<file path="src/hdl/assert_macros.svh">
// assertion macros for the decimal multiplier rtl
// no dependencies; included by files that carry concurrent checks
`ifndef ASSERT_MACROS_SVH
`define ASSERT_MACROS_SVH

`ifndef SYNTHESIS

// property must hold at every clock edge outside reset
`define ASSERT_PROP(label, clk, rst_n, prop) \
    label: assert property (@(posedge clk) disable iff (!rst_n) (prop)) \
        else $error("ddm assertion failed");

// expression must never be true outside reset
`define ASSERT_NEVER(label, clk, rst_n, expr) \
    label: assert property (@(posedge clk) disable iff (!rst_n) !(expr)) \
        else $error("ddm forbidden condition seen");

`else

`define ASSERT_PROP(label, clk, rst_n, prop)
`define ASSERT_NEVER(label, clk, rst_n, expr)

`endif

`endif

</file>
<file path="src/hdl/ddm_pkg.sv">
// shared types and constants of the decimal digit multiplier
// no dependencies; imported by every ddm module
package ddm_pkg;

    // port word width and digit geometry
    localparam int WORD_W         = 32;
    localparam int NIBBLE_W       = 4;
    localparam int MAX_DIGITS     = 8;
    localparam int DIGITS_DEFAULT = 8;

    // decimal radix and largest legal digit
    localparam int RADIX     = 10;
    localparam int DIGIT_MAX = 9;

    // digit product (max 81) and column sum (max 8 * 81 = 648)
    localparam int PROD_W = 7;
    localparam int COL_W  = 10;

    // column digits after the first split (max 24) and second split (max 10)
    localparam int SPLIT_W = 5;
    localparam int NORM_W  = 4;

    // control that travels with each word through the stages
    typedef struct packed {
        logic valid;
        logic bad;
    } ddm_ctl_t;

endpackage

</file>
<file path="src/hdl/decimal_digit_multiplier.sv">
// top level of the pipelined packed-bcd multiplier
// depends on ddm_pkg, assert_macros.svh and the four ddm stage modules
//
//  channel | direction | handshake            | payload
//  --------+-----------+----------------------+------------------------------------------
//  in      | input     | in_valid / in_stall   | multiplicand_bcd, multiplier_bcd
//  out     | output    | out_valid / out_stall | product_high_bcd, product_low_bcd,
//          |           |                       | invalid_digit
//
// five register stages: digit products, column sums, digit split, carry-save
// pass, carry prefix with the output register.
// one word enters and one leaves per cycle while out_stall stays low.
// reset clears only the valid bits; payload registers are not reset.
// out_stall holds full stages; empty stages keep filling, and in_stall rises
// only when every stage holds a word and the output is stalled.
`include "assert_macros.svh"

module decimal_digit_multiplier #(
    parameter int DIGITS = ddm_pkg::DIGITS_DEFAULT
) (
    input  logic                       clk,
    input  logic                       rst_n,
    input  logic                       in_valid,
    output logic                       in_stall,
    input  logic [ddm_pkg::WORD_W-1:0] multiplicand_bcd,
    input  logic [ddm_pkg::WORD_W-1:0] multiplier_bcd,
    output logic                       out_valid,
    input  logic                       out_stall,
    output logic [ddm_pkg::WORD_W-1:0] product_high_bcd,
    output logic [ddm_pkg::WORD_W-1:0] product_low_bcd,
    output logic                       invalid_digit
);
    import ddm_pkg::*;

    localparam logic [WORD_W-1:0] USED_MASK = (DIGITS >= MAX_DIGITS) ? '1 :
        WORD_W'((64'd1 << (NIBBLE_W * DIGITS)) - 64'd1);

    ddm_ctl_t          ctl1;
    ddm_ctl_t          ctl2;
    ddm_ctl_t          ctl4;
    logic              ready1;
    logic              ready2;
    logic              ready3;
    logic              ready5;
    logic [PROD_W-1:0] prod [DIGITS][DIGITS];
    logic [COL_W-1:0]  col  [2*DIGITS-1];
    logic [NORM_W-1:0] norm [2*DIGITS];

    // stage 1: digit products
    ddm_digit_products #(
        .DIGITS(DIGITS)
    ) u_products (
        .clk              (clk),
        .rst_n            (rst_n),
        .in_valid         (in_valid),
        .multiplicand_bcd (multiplicand_bcd),
        .multiplier_bcd   (multiplier_bcd),
        .ready_out        (ready2),
        .ready_in         (ready1),
        .ctl_out          (ctl1),
        .prod             (prod)
    );

    // stage 2: column sums
    ddm_column_sum #(
        .DIGITS(DIGITS)
    ) u_columns (
        .clk       (clk),
        .rst_n     (rst_n),
        .ctl_in    (ctl1),
        .prod      (prod),
        .ready_out (ready3),
        .ready_in  (ready2),
        .ctl_out   (ctl2),
        .col       (col)
    );

    // stages 3 and 4: digit split and carry-save passes
    ddm_digit_normalize #(
        .DIGITS(DIGITS)
    ) u_normalize (
        .clk       (clk),
        .rst_n     (rst_n),
        .ctl_in    (ctl2),
        .col       (col),
        .ready_out (ready5),
        .ready_in  (ready3),
        .ctl_out   (ctl4),
        .norm      (norm)
    );

    // stage 5: carry resolve and output word
    ddm_carry_resolve #(
        .DIGITS(DIGITS)
    ) u_resolve (
        .clk              (clk),
        .rst_n            (rst_n),
        .ctl_in           (ctl4),
        .norm             (norm),
        .out_stall        (out_stall),
        .ready_in         (ready5),
        .out_valid        (out_valid),
        .product_high_bcd (product_high_bcd),
        .product_low_bcd  (product_low_bcd),
        .invalid_digit    (invalid_digit)
    );

    assign in_stall = !ready1;

    // a bad operand word always leaves as an all-zero product
    `ASSERT_PROP(a_bad_gives_zero, clk, rst_n, out_valid && invalid_digit |-> product_high_bcd == '0 && product_low_bcd == '0)

    // digits above the configured width stay clear
    `ASSERT_PROP(a_unused_digits_clear, clk, rst_n, out_valid |-> (product_high_bcd & ~USED_MASK) == '0 && (product_low_bcd & ~USED_MASK) == '0)

    // input is held back only when the whole pipe is full and stalled
    `ASSERT_PROP(a_stall_only_when_full, clk, rst_n, in_stall |-> ctl1.valid && ctl2.valid && ctl4.valid && out_valid && out_stall)

    // a stalled full output stage must not take a new word
    `ASSERT_NEVER(a_no_overwrite, clk, rst_n, out_valid && out_stall && ready5)

endmodule

</file>
<file path="src/hdl/ddm_digit_products.sv">
// stage 1: digit check and all digit-by-digit products
// depends on ddm_pkg
module ddm_digit_products #(
    parameter int DIGITS = ddm_pkg::DIGITS_DEFAULT
) (
    input  logic                      clk,
    input  logic                      rst_n,
    input  logic                      in_valid,
    input  logic [ddm_pkg::WORD_W-1:0] multiplicand_bcd,
    input  logic [ddm_pkg::WORD_W-1:0] multiplier_bcd,
    input  logic                      ready_out,
    output logic                      ready_in,
    output ddm_pkg::ddm_ctl_t         ctl_out,
    output logic [ddm_pkg::PROD_W-1:0] prod [DIGITS][DIGITS]
);
    import ddm_pkg::*;

    logic                valid_reg;
    logic                bad_reg;
    logic                bad_next;
    logic [PROD_W-1:0]   prod_reg  [DIGITS][DIGITS];
    logic [PROD_W-1:0]   prod_next [DIGITS][DIGITS];
    logic [NIBBLE_W-1:0] a_dig [DIGITS];
    logic [NIBBLE_W-1:0] b_dig [DIGITS];

    // stage takes a word when empty or when its word moves on
    assign ready_in = !valid_reg || ready_out;

    // unpack the used digits and flag any nibble above nine
    always_comb
    begin
        bad_next = 1'b0;
        for (int i = 0; i < DIGITS; i++)
        begin
            a_dig[i] = multiplicand_bcd[i*NIBBLE_W +: NIBBLE_W];
            b_dig[i] = multiplier_bcd[i*NIBBLE_W +: NIBBLE_W];
            if (a_dig[i] > NIBBLE_W'(DIGIT_MAX) || b_dig[i] > NIBBLE_W'(DIGIT_MAX))
            begin
                bad_next = 1'b1;
            end
        end
    end

    // 4x4 digit products, forced to zero for a bad word
    always_comb
    begin
        for (int i = 0; i < DIGITS; i++)
        begin
            for (int j = 0; j < DIGITS; j++)
            begin
                if (bad_next)
                begin
                    prod_next[i][j] = '0;
                end
                else
                begin
                    prod_next[i][j] = PROD_W'({3'b000, a_dig[i]} * {3'b000, b_dig[j]});
                end
            end
        end
    end

    // valid bit
    always_ff @(posedge clk or negedge rst_n)
    begin
        if (!rst_n)
        begin
            valid_reg <= 1'b0;
        end
        else if (ready_in)
        begin
            valid_reg <= in_valid;
        end
    end

    // payload
    always_ff @(posedge clk)
    begin
        if (ready_in && in_valid)
        begin
            bad_reg  <= bad_next;
            prod_reg <= prod_next;
        end
    end

    assign ctl_out = '{valid: valid_reg, bad: bad_reg};
    assign prod    = prod_reg;

endmodule

</file>
<file path="src/hdl/ddm_column_sum.sv">
// stage 2: sums digit products of equal weight into decimal columns
// depends on ddm_pkg
module ddm_column_sum #(
    parameter int DIGITS = ddm_pkg::DIGITS_DEFAULT
) (
    input  logic                       clk,
    input  logic                       rst_n,
    input  ddm_pkg::ddm_ctl_t          ctl_in,
    input  logic [ddm_pkg::PROD_W-1:0] prod [DIGITS][DIGITS],
    input  logic                       ready_out,
    output logic                       ready_in,
    output ddm_pkg::ddm_ctl_t          ctl_out,
    output logic [ddm_pkg::COL_W-1:0]  col [2*DIGITS-1]
);
    import ddm_pkg::*;

    localparam int COLS = 2 * DIGITS - 1;

    logic             valid_reg;
    logic             bad_reg;
    logic [COL_W-1:0] col_reg  [COLS];
    logic [COL_W-1:0] col_next [COLS];

    assign ready_in = !valid_reg || ready_out;

    // column k gathers every product a[i] * b[k-i]
    always_comb
    begin
        for (int k = 0; k < COLS; k++)
        begin
            col_next[k] = '0;
            for (int i = 0; i < DIGITS; i++)
            begin
                if (k - i >= 0 && k - i < DIGITS)
                begin
                    col_next[k] = col_next[k] + COL_W'(prod[i][k-i]);
                end
            end
        end
    end

    // valid bit
    always_ff @(posedge clk or negedge rst_n)
    begin
        if (!rst_n)
        begin
            valid_reg <= 1'b0;
        end
        else if (ready_in)
        begin
            valid_reg <= ctl_in.valid;
        end
    end

    // payload
    always_ff @(posedge clk)
    begin
        if (ready_in && ctl_in.valid)
        begin
            bad_reg <= ctl_in.bad;
            col_reg <= col_next;
        end
    end

    assign ctl_out = '{valid: valid_reg, bad: bad_reg};
    assign col     = col_reg;

endmodule

</file>
<file path="src/hdl/ddm_digit_normalize.sv">
// stages 3 and 4: splits column sums into digits and shifts the
// tens upward until every column holds at most ten
// depends on ddm_pkg
module ddm_digit_normalize #(
    parameter int DIGITS = ddm_pkg::DIGITS_DEFAULT
) (
    input  logic                       clk,
    input  logic                       rst_n,
    input  ddm_pkg::ddm_ctl_t          ctl_in,
    input  logic [ddm_pkg::COL_W-1:0]  col [2*DIGITS-1],
    input  logic                       ready_out,
    output logic                       ready_in,
    output ddm_pkg::ddm_ctl_t          ctl_out,
    output logic [ddm_pkg::NORM_W-1:0] norm [2*DIGITS]
);
    import ddm_pkg::*;

    localparam int COLS_IN  = 2 * DIGITS - 1;
    localparam int COLS     = 2 * DIGITS;
    localparam int QUOT_W   = 7;
    localparam int MUL_W    = COL_W + 8;
    localparam int RECIP    = 205;
    localparam int RECIP_SH = 11;

    // x / 10 for x below 1029 as (x * 205) >> 11
    function automatic logic [QUOT_W-1:0] div_ten(input logic [COL_W-1:0] x);
        logic [MUL_W-1:0] m;
        m = MUL_W'(x) * MUL_W'(RECIP);
        return QUOT_W'(m >> RECIP_SH);
    endfunction

    logic                valid3_reg;
    logic                bad3_reg;
    logic                valid4_reg;
    logic                bad4_reg;
    logic                ready3;
    logic                ready4;
    logic [SPLIT_W-1:0]  split_reg  [COLS];
    logic [SPLIT_W-1:0]  split_next [COLS];
    logic [NORM_W-1:0]   norm_reg   [COLS];
    logic [NORM_W-1:0]   norm_next  [COLS];
    logic [NIBBLE_W-1:0] d0 [COLS_IN];
    logic [NIBBLE_W-1:0] d1 [COLS_IN];
    logic [2:0]          d2 [COLS_IN];

    assign ready4   = !valid4_reg || ready_out;
    assign ready3   = !valid3_reg || ready4;
    assign ready_in = ready3;

    // each column sum (at most 648) as hundreds, tens and units
    always_comb
    begin
        logic [QUOT_W-1:0] q1;
        logic [QUOT_W-1:0] q2;
        for (int k = 0; k < COLS_IN; k++)
        begin
            q1    = div_ten(col[k]);
            q2    = div_ten(COL_W'(q1));
            d0[k] = NIBBLE_W'(col[k] - COL_W'(q1) * COL_W'(RADIX));
            d1[k] = NIBBLE_W'(q1 - q2 * QUOT_W'(RADIX));
            d2[k] = q2[2:0];
        end
    end

    // realign digits by weight: each column now at most 24
    always_comb
    begin
        for (int k = 0; k < COLS; k++)
        begin
            split_next[k] = '0;
            if (k < COLS_IN)
            begin
                split_next[k] = split_next[k] + SPLIT_W'(d0[k]);
            end
            if (k >= 1 && k - 1 < COLS_IN)
            begin
                split_next[k] = split_next[k] + SPLIT_W'(d1[k-1]);
            end
            if (k >= 2)
            begin
                split_next[k] = split_next[k] + SPLIT_W'(d2[k-2]);
            end
        end
    end

    // two small carry-save passes bring each column to at most ten
    always_comb
    begin
        logic [1:0]          e1 [COLS];
        logic [NIBBLE_W-1:0] e0 [COLS];
        logic [NIBBLE_W-1:0] w  [COLS];
        logic                f1 [COLS];
        logic [NIBBLE_W-1:0] f0 [COLS];
        for (int k = 0; k < COLS; k++)
        begin
            if (split_reg[k] >= SPLIT_W'(2 * RADIX))
            begin
                e1[k] = 2'd2;
            end
            else if (split_reg[k] >= SPLIT_W'(RADIX))
            begin
                e1[k] = 2'd1;
            end
            else
            begin
                e1[k] = 2'd0;
            end
            e0[k] = NIBBLE_W'(split_reg[k] - SPLIT_W'(e1[k]) * SPLIT_W'(RADIX));
        end
        for (int k = 0; k < COLS; k++)
        begin
            w[k]  = (k == 0) ? e0[k] : e0[k] + NIBBLE_W'(e1[k-1]);
            f1[k] = (w[k] >= NIBBLE_W'(RADIX));
            f0[k] = f1[k] ? w[k] - NIBBLE_W'(RADIX) : w[k];
        end
        for (int k = 0; k < COLS; k++)
        begin
            norm_next[k] = (k == 0) ? f0[k] : f0[k] + NIBBLE_W'(f1[k-1]);
        end
    end

    // valid bits
    always_ff @(posedge clk or negedge rst_n)
    begin
        if (!rst_n)
        begin
            valid3_reg <= 1'b0;
            valid4_reg <= 1'b0;
        end
        else
        begin
            if (ready3)
            begin
                valid3_reg <= ctl_in.valid;
            end
            if (ready4)
            begin
                valid4_reg <= valid3_reg;
            end
        end
    end

    // payload
    always_ff @(posedge clk)
    begin
        if (ready3 && ctl_in.valid)
        begin
            bad3_reg  <= ctl_in.bad;
            split_reg <= split_next;
        end
        if (ready4 && valid3_reg)
        begin
            bad4_reg <= bad3_reg;
            norm_reg <= norm_next;
        end
    end

    assign ctl_out = '{valid: valid4_reg, bad: bad4_reg};
    assign norm    = norm_reg;

endmodule

</file>
<file path="src/hdl/ddm_carry_resolve.sv">
// stage 5: resolves the last single carries with a prefix network
// and holds the output word
// depends on ddm_pkg
module ddm_carry_resolve #(
    parameter int DIGITS = ddm_pkg::DIGITS_DEFAULT
) (
    input  logic                        clk,
    input  logic                        rst_n,
    input  ddm_pkg::ddm_ctl_t           ctl_in,
    input  logic [ddm_pkg::NORM_W-1:0]  norm [2*DIGITS],
    input  logic                        out_stall,
    output logic                        ready_in,
    output logic                        out_valid,
    output logic [ddm_pkg::WORD_W-1:0]  product_high_bcd,
    output logic [ddm_pkg::WORD_W-1:0]  product_low_bcd,
    output logic                        invalid_digit
);
    import ddm_pkg::*;

    localparam int COLS   = 2 * DIGITS;
    localparam int LEVELS = $clog2(COLS);

    logic              valid_reg;
    logic              bad_reg;
    logic [WORD_W-1:0] high_reg;
    logic [WORD_W-1:0] high_next;
    logic [WORD_W-1:0] low_reg;
    logic [WORD_W-1:0] low_next;
    logic [COLS-1:0]   carry_in;

    assign ready_in = !valid_reg || !out_stall;

    // column of ten generates a carry, column of nine passes one on
    always_comb
    begin
        logic [COLS-1:0] g_cur;
        logic [COLS-1:0] p_cur;
        logic [COLS-1:0] g_nxt;
        logic [COLS-1:0] p_nxt;
        for (int k = 0; k < COLS; k++)
        begin
            g_cur[k] = (norm[k] == NORM_W'(RADIX));
            p_cur[k] = (norm[k] == NORM_W'(DIGIT_MAX));
        end
        for (int lvl = 0; lvl < LEVELS; lvl++)
        begin
            g_nxt = g_cur;
            p_nxt = p_cur;
            for (int k = 0; k < COLS; k++)
            begin
                if (k >= (1 << lvl))
                begin
                    g_nxt[k] = g_cur[k] | (p_cur[k] & g_cur[k - (1 << lvl)]);
                    p_nxt[k] = p_cur[k] & p_cur[k - (1 << lvl)];
                end
            end
            g_cur = g_nxt;
            p_cur = p_nxt;
        end
        carry_in = {g_cur[COLS-2:0], 1'b0};
    end

    // final digits packed into the two halves
    always_comb
    begin
        logic [NIBBLE_W-1:0] s;
        high_next = '0;
        low_next  = '0;
        for (int k = 0; k < COLS; k++)
        begin
            s = norm[k] + NIBBLE_W'(carry_in[k]);
            if (s >= NIBBLE_W'(RADIX))
            begin
                s = s - NIBBLE_W'(RADIX);
            end
            if (k < DIGITS)
            begin
                low_next[k*NIBBLE_W +: NIBBLE_W] = s;
            end
            else
            begin
                high_next[(k-DIGITS)*NIBBLE_W +: NIBBLE_W] = s;
            end
        end
    end

    // valid bit
    always_ff @(posedge clk or negedge rst_n)
    begin
        if (!rst_n)
        begin
            valid_reg <= 1'b0;
        end
        else if (ready_in)
        begin
            valid_reg <= ctl_in.valid;
        end
    end

    // output word
    always_ff @(posedge clk)
    begin
        if (ready_in && ctl_in.valid)
        begin
            bad_reg  <= ctl_in.bad;
            high_reg <= high_next;
            low_reg  <= low_next;
        end
    end

    assign out_valid        = valid_reg;
    assign invalid_digit    = bad_reg;
    assign product_high_bcd = high_reg;
    assign product_low_bcd  = low_reg;

endmodule

</file>
<file path="config.mk">
export PLATFORM = sky130hd
export DESIGN_NAME = decimal_digit_multiplier
export DESIGN_NICKNAME = d
export VERILOG_FILES = /design/src/hdl/ddm_pkg.sv /design/src/hdl/decimal_digit_multiplier.sv /design/src/hdl/ddm_digit_products.sv /design/src/hdl/ddm_column_sum.sv /design/src/hdl/ddm_digit_normalize.sv /design/src/hdl/ddm_carry_resolve.sv
export VERILOG_INCLUDE_DIRS = /design/src /design/src/hdl
export SDC_FILE = /design/constraint.sdc
export NUM_CORES = 2
export LEC_CHECK = 0
export BUFFER_PORTS_ARGS = -buffer_cell sky130_fd_sc_hd__buf_2
export CAP_MARGIN = 20
export CORE_ASPECT_RATIO = 1.75
export CORE_MARGIN = 5
export CORE_UTILIZATION = 45
export CTS_BUF_LIST = sky130_fd_sc_hd__clkbuf_4
export CTS_CLUSTER_DIAMETER = 50
export DETAILED_ROUTE_END_ITERATION = 8
export SYNTH_ARGS = -nofsm -noshare
export SYNTH_HDL_FRONTEND = slang
export SYNTH_SLANG_ARGS = --single-unit
</file>
<file path="constraint.sdc">
create_clock -name clk -period 17.6 [get_ports clk]
set_input_delay 3.52 -clock clk [delete_from_list [all_inputs] [get_ports clk]]
set_output_delay 3.52 -clock clk [all_outputs]
set_load 0.01 [all_outputs]
</file>
==> results.json <==
{
  "cts.clk_slew.worst_paths_ns": 0.07,
  "syn_nets": 13100,
  "worstMarginPinSlew_ns": 1.07,
  "clockBufferDepth": 4,
  "synth-async-reset-ratio_pct": 0.624,
  "period_minus_slack_ns": 10.13,
  "num_io_pins": 135,
  "fp-row-count": 230,
  "firstDrtPassIters": 5,
  "placed_area_mm2": 0.106,
  "synth_cell_types": 75,
  "final_area_mm2": 0.108,
  "drtIter0Drc": 2212,
  "drv_slew": 0,
  "hold_viol_final": 0,
  "ant_nets": 0,
  "synthCells": 10000,
  "netlist_area_mm2": 0.102,
  "grt_remaining_overflow": 0,
  "skew_ns": 0.0818,
  "die_x_um": 369,
  "die-area_mm2": 0.236,
  "ys_seq_area_share_pct": 23.7,
  "port_buffers": 134,
  "drive_above_1_share_pct": 5.45,
  "die_h_um": 639,
  "cp_data_required_time_ns": 18.46,
  "crit_type": "reg -> reg",
  "hold_buffers": 0,
  "cpLargestDelayFamily": "adder cells",
  "synth_edf_count": 796,
  "drc": 0,
  "path_max_fanout": 4,
  "nets": 13300,
  "post_drt_wl_per_cell_um": 17.1,
  "root_buffer": "clkbuf_4",
  "fin_crit_sh_pct": 57.6,
  "start_kind": "flop",
  "syn_area_per_cell_um2": 10.1,
  "slew_headroom_pct": 28.3,
  "grt_pass1_wl_um": 369000,
  "postCtsSetupBuffers": 0,
  "crit_arrival_ns": 11.00,
  "grt_usage_pct": 19.4,
  "numCtsBuffers": 207,
  "grt_pass1_vias": 72800,
  "slowest_stage": "fa_1",
  "fillCellCount": 21000,
  "cts_tree": "yes",
  "dp_hpwl_um": 175000,
  "status": "finished clean",
  "path_buf_inv": 7,
  "vias_per_cell": 5.11,
  "setup_viol": 0,
  "htree_levels": 4,
  "wl_um": 226000,
  "clock_sinks": 801,
  "yosysWarnings": 0,
  "endpoint_kind": "flop",
  "antenna_found_initial": 18,
  "area_growth_pct": 6.54,
  "max_stage_delay_ns": 0.58,
  "start_util_pct": 45.3,
  "place_congestion": 0.841,
  "grt_max_degree": 109,
  "clk-insertion-delay-late_ns": 1.22,
  "synthFlopType": "edfxtp_1",
  "largest_register_ffs": 448,
  "vias": 67700,
  "fin_setup_tns_ns": 0,
  "drv_cap": 0,
  "cts_resized": 0,
  "min_path_type": "reg -> reg",
  "grt_setup_unrepaired": "false",
  "ys_ff_latch": 801,
  "max_freq_mhz": 98.7,
  "core-area_mm2": 0.224
}
[worst register-to-register path, delay by kind of cell (launching register included)]
kind	cells	cell delay [ns]
and+or+nand+nor	3	0.21
DFF	1	0.45
buffers and inverters	7	0.33
xor gates and xnor gates	3	0.59
adders and majority gates	14	5.57
AOI/OAI and AO/OA	13	2.72
[layout by cell type (no fill, tap or decap), types with 11 or more instances in the layout]
cell type	synthesis	routed
nand2_1	515	515
nand3b_1	19	19
o21bai_1	88	88
xnor2_1	631	631
o21a_1	57	57
and3_1	78	78
nor2b_1	59	58
nor2_1	347	347
nor3_1	23	23
and2_1	760	757
buf_2	0	134
edfxtp_1	796	796
clkinv_1	0	47
bufinv_16	0	11
fa_1	832	832
a21oi_1	437	437
a21boi_0	15	14
nand3_1	75	75
a31oi_1	40	40
mux2i_1	13	13
clkinv_2	0	20
o21ai_0	169	169
or2_2	12	12
buf_4	0	78
ha_1	2190	2190
clkbuf_4	0	265
nand4_1	26	26
xor2_1	231	231
nand2b_1	56	56
nor3b_1	16	16
a21o_1	242	242
inv_1	1937	1936
[per-layer routing]
layer  up-vias  global-route usage, %  routed length [um]
met5         -                      0                  27
met4         4                   7.04                8860
li1      33200                      -                   -
met1     33100                   22.7               92800
met2      1001                   36.5              117000
met3       428                   2.07                7730
[worst paths after layout]
check,to,cells after the start,start,slack [ns]
min in group asynchronous,u_columns.valid_reg$_DFFE_PN0P_,1,rst_n,2.17
max,u_normalize.split_reg[14]$_DFFE_PP_,40,u_columns.col[26]$_DFFE_PP_,7.47
max reg2reg,u_normalize.split_reg[14]$_DFFE_PP_,40,u_columns.col[26]$_DFFE_PP_,7.47
min,u_resolve.invalid_digit$_DFFE_PP_,0,u_normalize.bad4_reg$_DFFE_PP_,0.36
min reg2reg,u_resolve.invalid_digit$_DFFE_PP_,0,u_normalize.bad4_reg$_DFFE_PP_,0.36
max in group asynchronous,u_resolve.out_valid$_DFFE_PN0P_,1,rst_n,15.29
[layout make-up]
type / instances / area [um^2] / share of cell area [%]
clock buffer: 265 / 1990 / 1.84
sequential: 801 / 24000 / 22.2
tap: 2900 / 3630 / 3.35
antenna: 7 / 17.5 / 0.0162
clock inverter: 81 / 627 / 0.579
timing repair buffer: 212 / 1260 / 1.16
multi-input combinational: 7053 / 69400 / 64.1
inverter: 1937 / 7280 / 6.72
[through the flow]
stage | setup slack, ns | hold WS (ns) | cells | util, %
final | 7.47 | 0.365 | 13300 | 48.2
after global routing | 6.51 | 0.371 | 13300 | 48.2
after CTS | 7.44 | 0.366 | 13200 | 48.2
after detailed placement | 7.46 | 0.405 | 12900 | 47.0
after global placement | 7.38 | 0.408 | 12900 | 47.0
after floorplan | 2.71 | 0.400 | 10000 | -
[synth_stat cells, types with 9 or more instances]
| library cell | count | share of area (%) |
|---|---|---|
| a21boi_0 | 15 | 0.11 |
| nand4_1 | 26 | 0.16 |
| o21bai_1 | 88 | 0.65 |
| o211ai_1 | 9 | 0.067 |
| a21o_1 | 242 | 1.8 |
| o21ai_0 | 169 | 0.83 |
| xnor2_1 | 631 | 5.4 |
| a31oi_1 | 40 | 0.25 |
| nand2_1 | 515 | 1.9 |
| o21a_1 | 57 | 0.42 |
| edfxtp_1 | 796 | 24 |
| xor2_1 | 231 | 2.0 |
| nand3_1 | 75 | 0.37 |
| nor2_1 | 347 | 1.3 |
| and2_1 | 760 | 4.7 |
| ha_1 | 2190 | 27 |
| nand2b_1 | 56 | 0.34 |
| a21oi_1 | 437 | 2.2 |
| mux2i_1 | 13 | 0.13 |
| nor3_1 | 23 | 0.11 |
| clkbuf_1 | 242 | 0.89 |
| nor3b_1 | 16 | 0.12 |
| or2_2 | 12 | 0.074 |
| nand3b_1 | 19 | 0.14 |
| fa_1 | 832 | 16 |
| and3_1 | 78 | 0.48 |
| inv_1 | 1937 | 7.2 |
| nor2b_1 | 59 | 0.36 |
| a31o_2 | 9 | 0.078 |
[cells by family (layout without fill, tap and decap cells)]
group / after synthesis / count (layout) / share of synthesized area [%]
multiplexers: 14 / 14 / 0.139
flip-flops: 801 / 801 / 23.7
AO/OA/AOI/OAI: 1133 / 1133 / 6.97
AND/OR/NAND/NOR: 2016 / 2016 / 10.3
buffers and inverters: 2181 / 2495 / 8.06
XOR/XNOR: 868 / 868 / 7.55
other: 0 / 7 / 0
adder cells (fa/ha/maj): 3022 / 3022 / 43.4
Power is left out: the tool's default activity adds up to more than one toggle a clock period on the data nets, which glitch-free logic cannot reach.
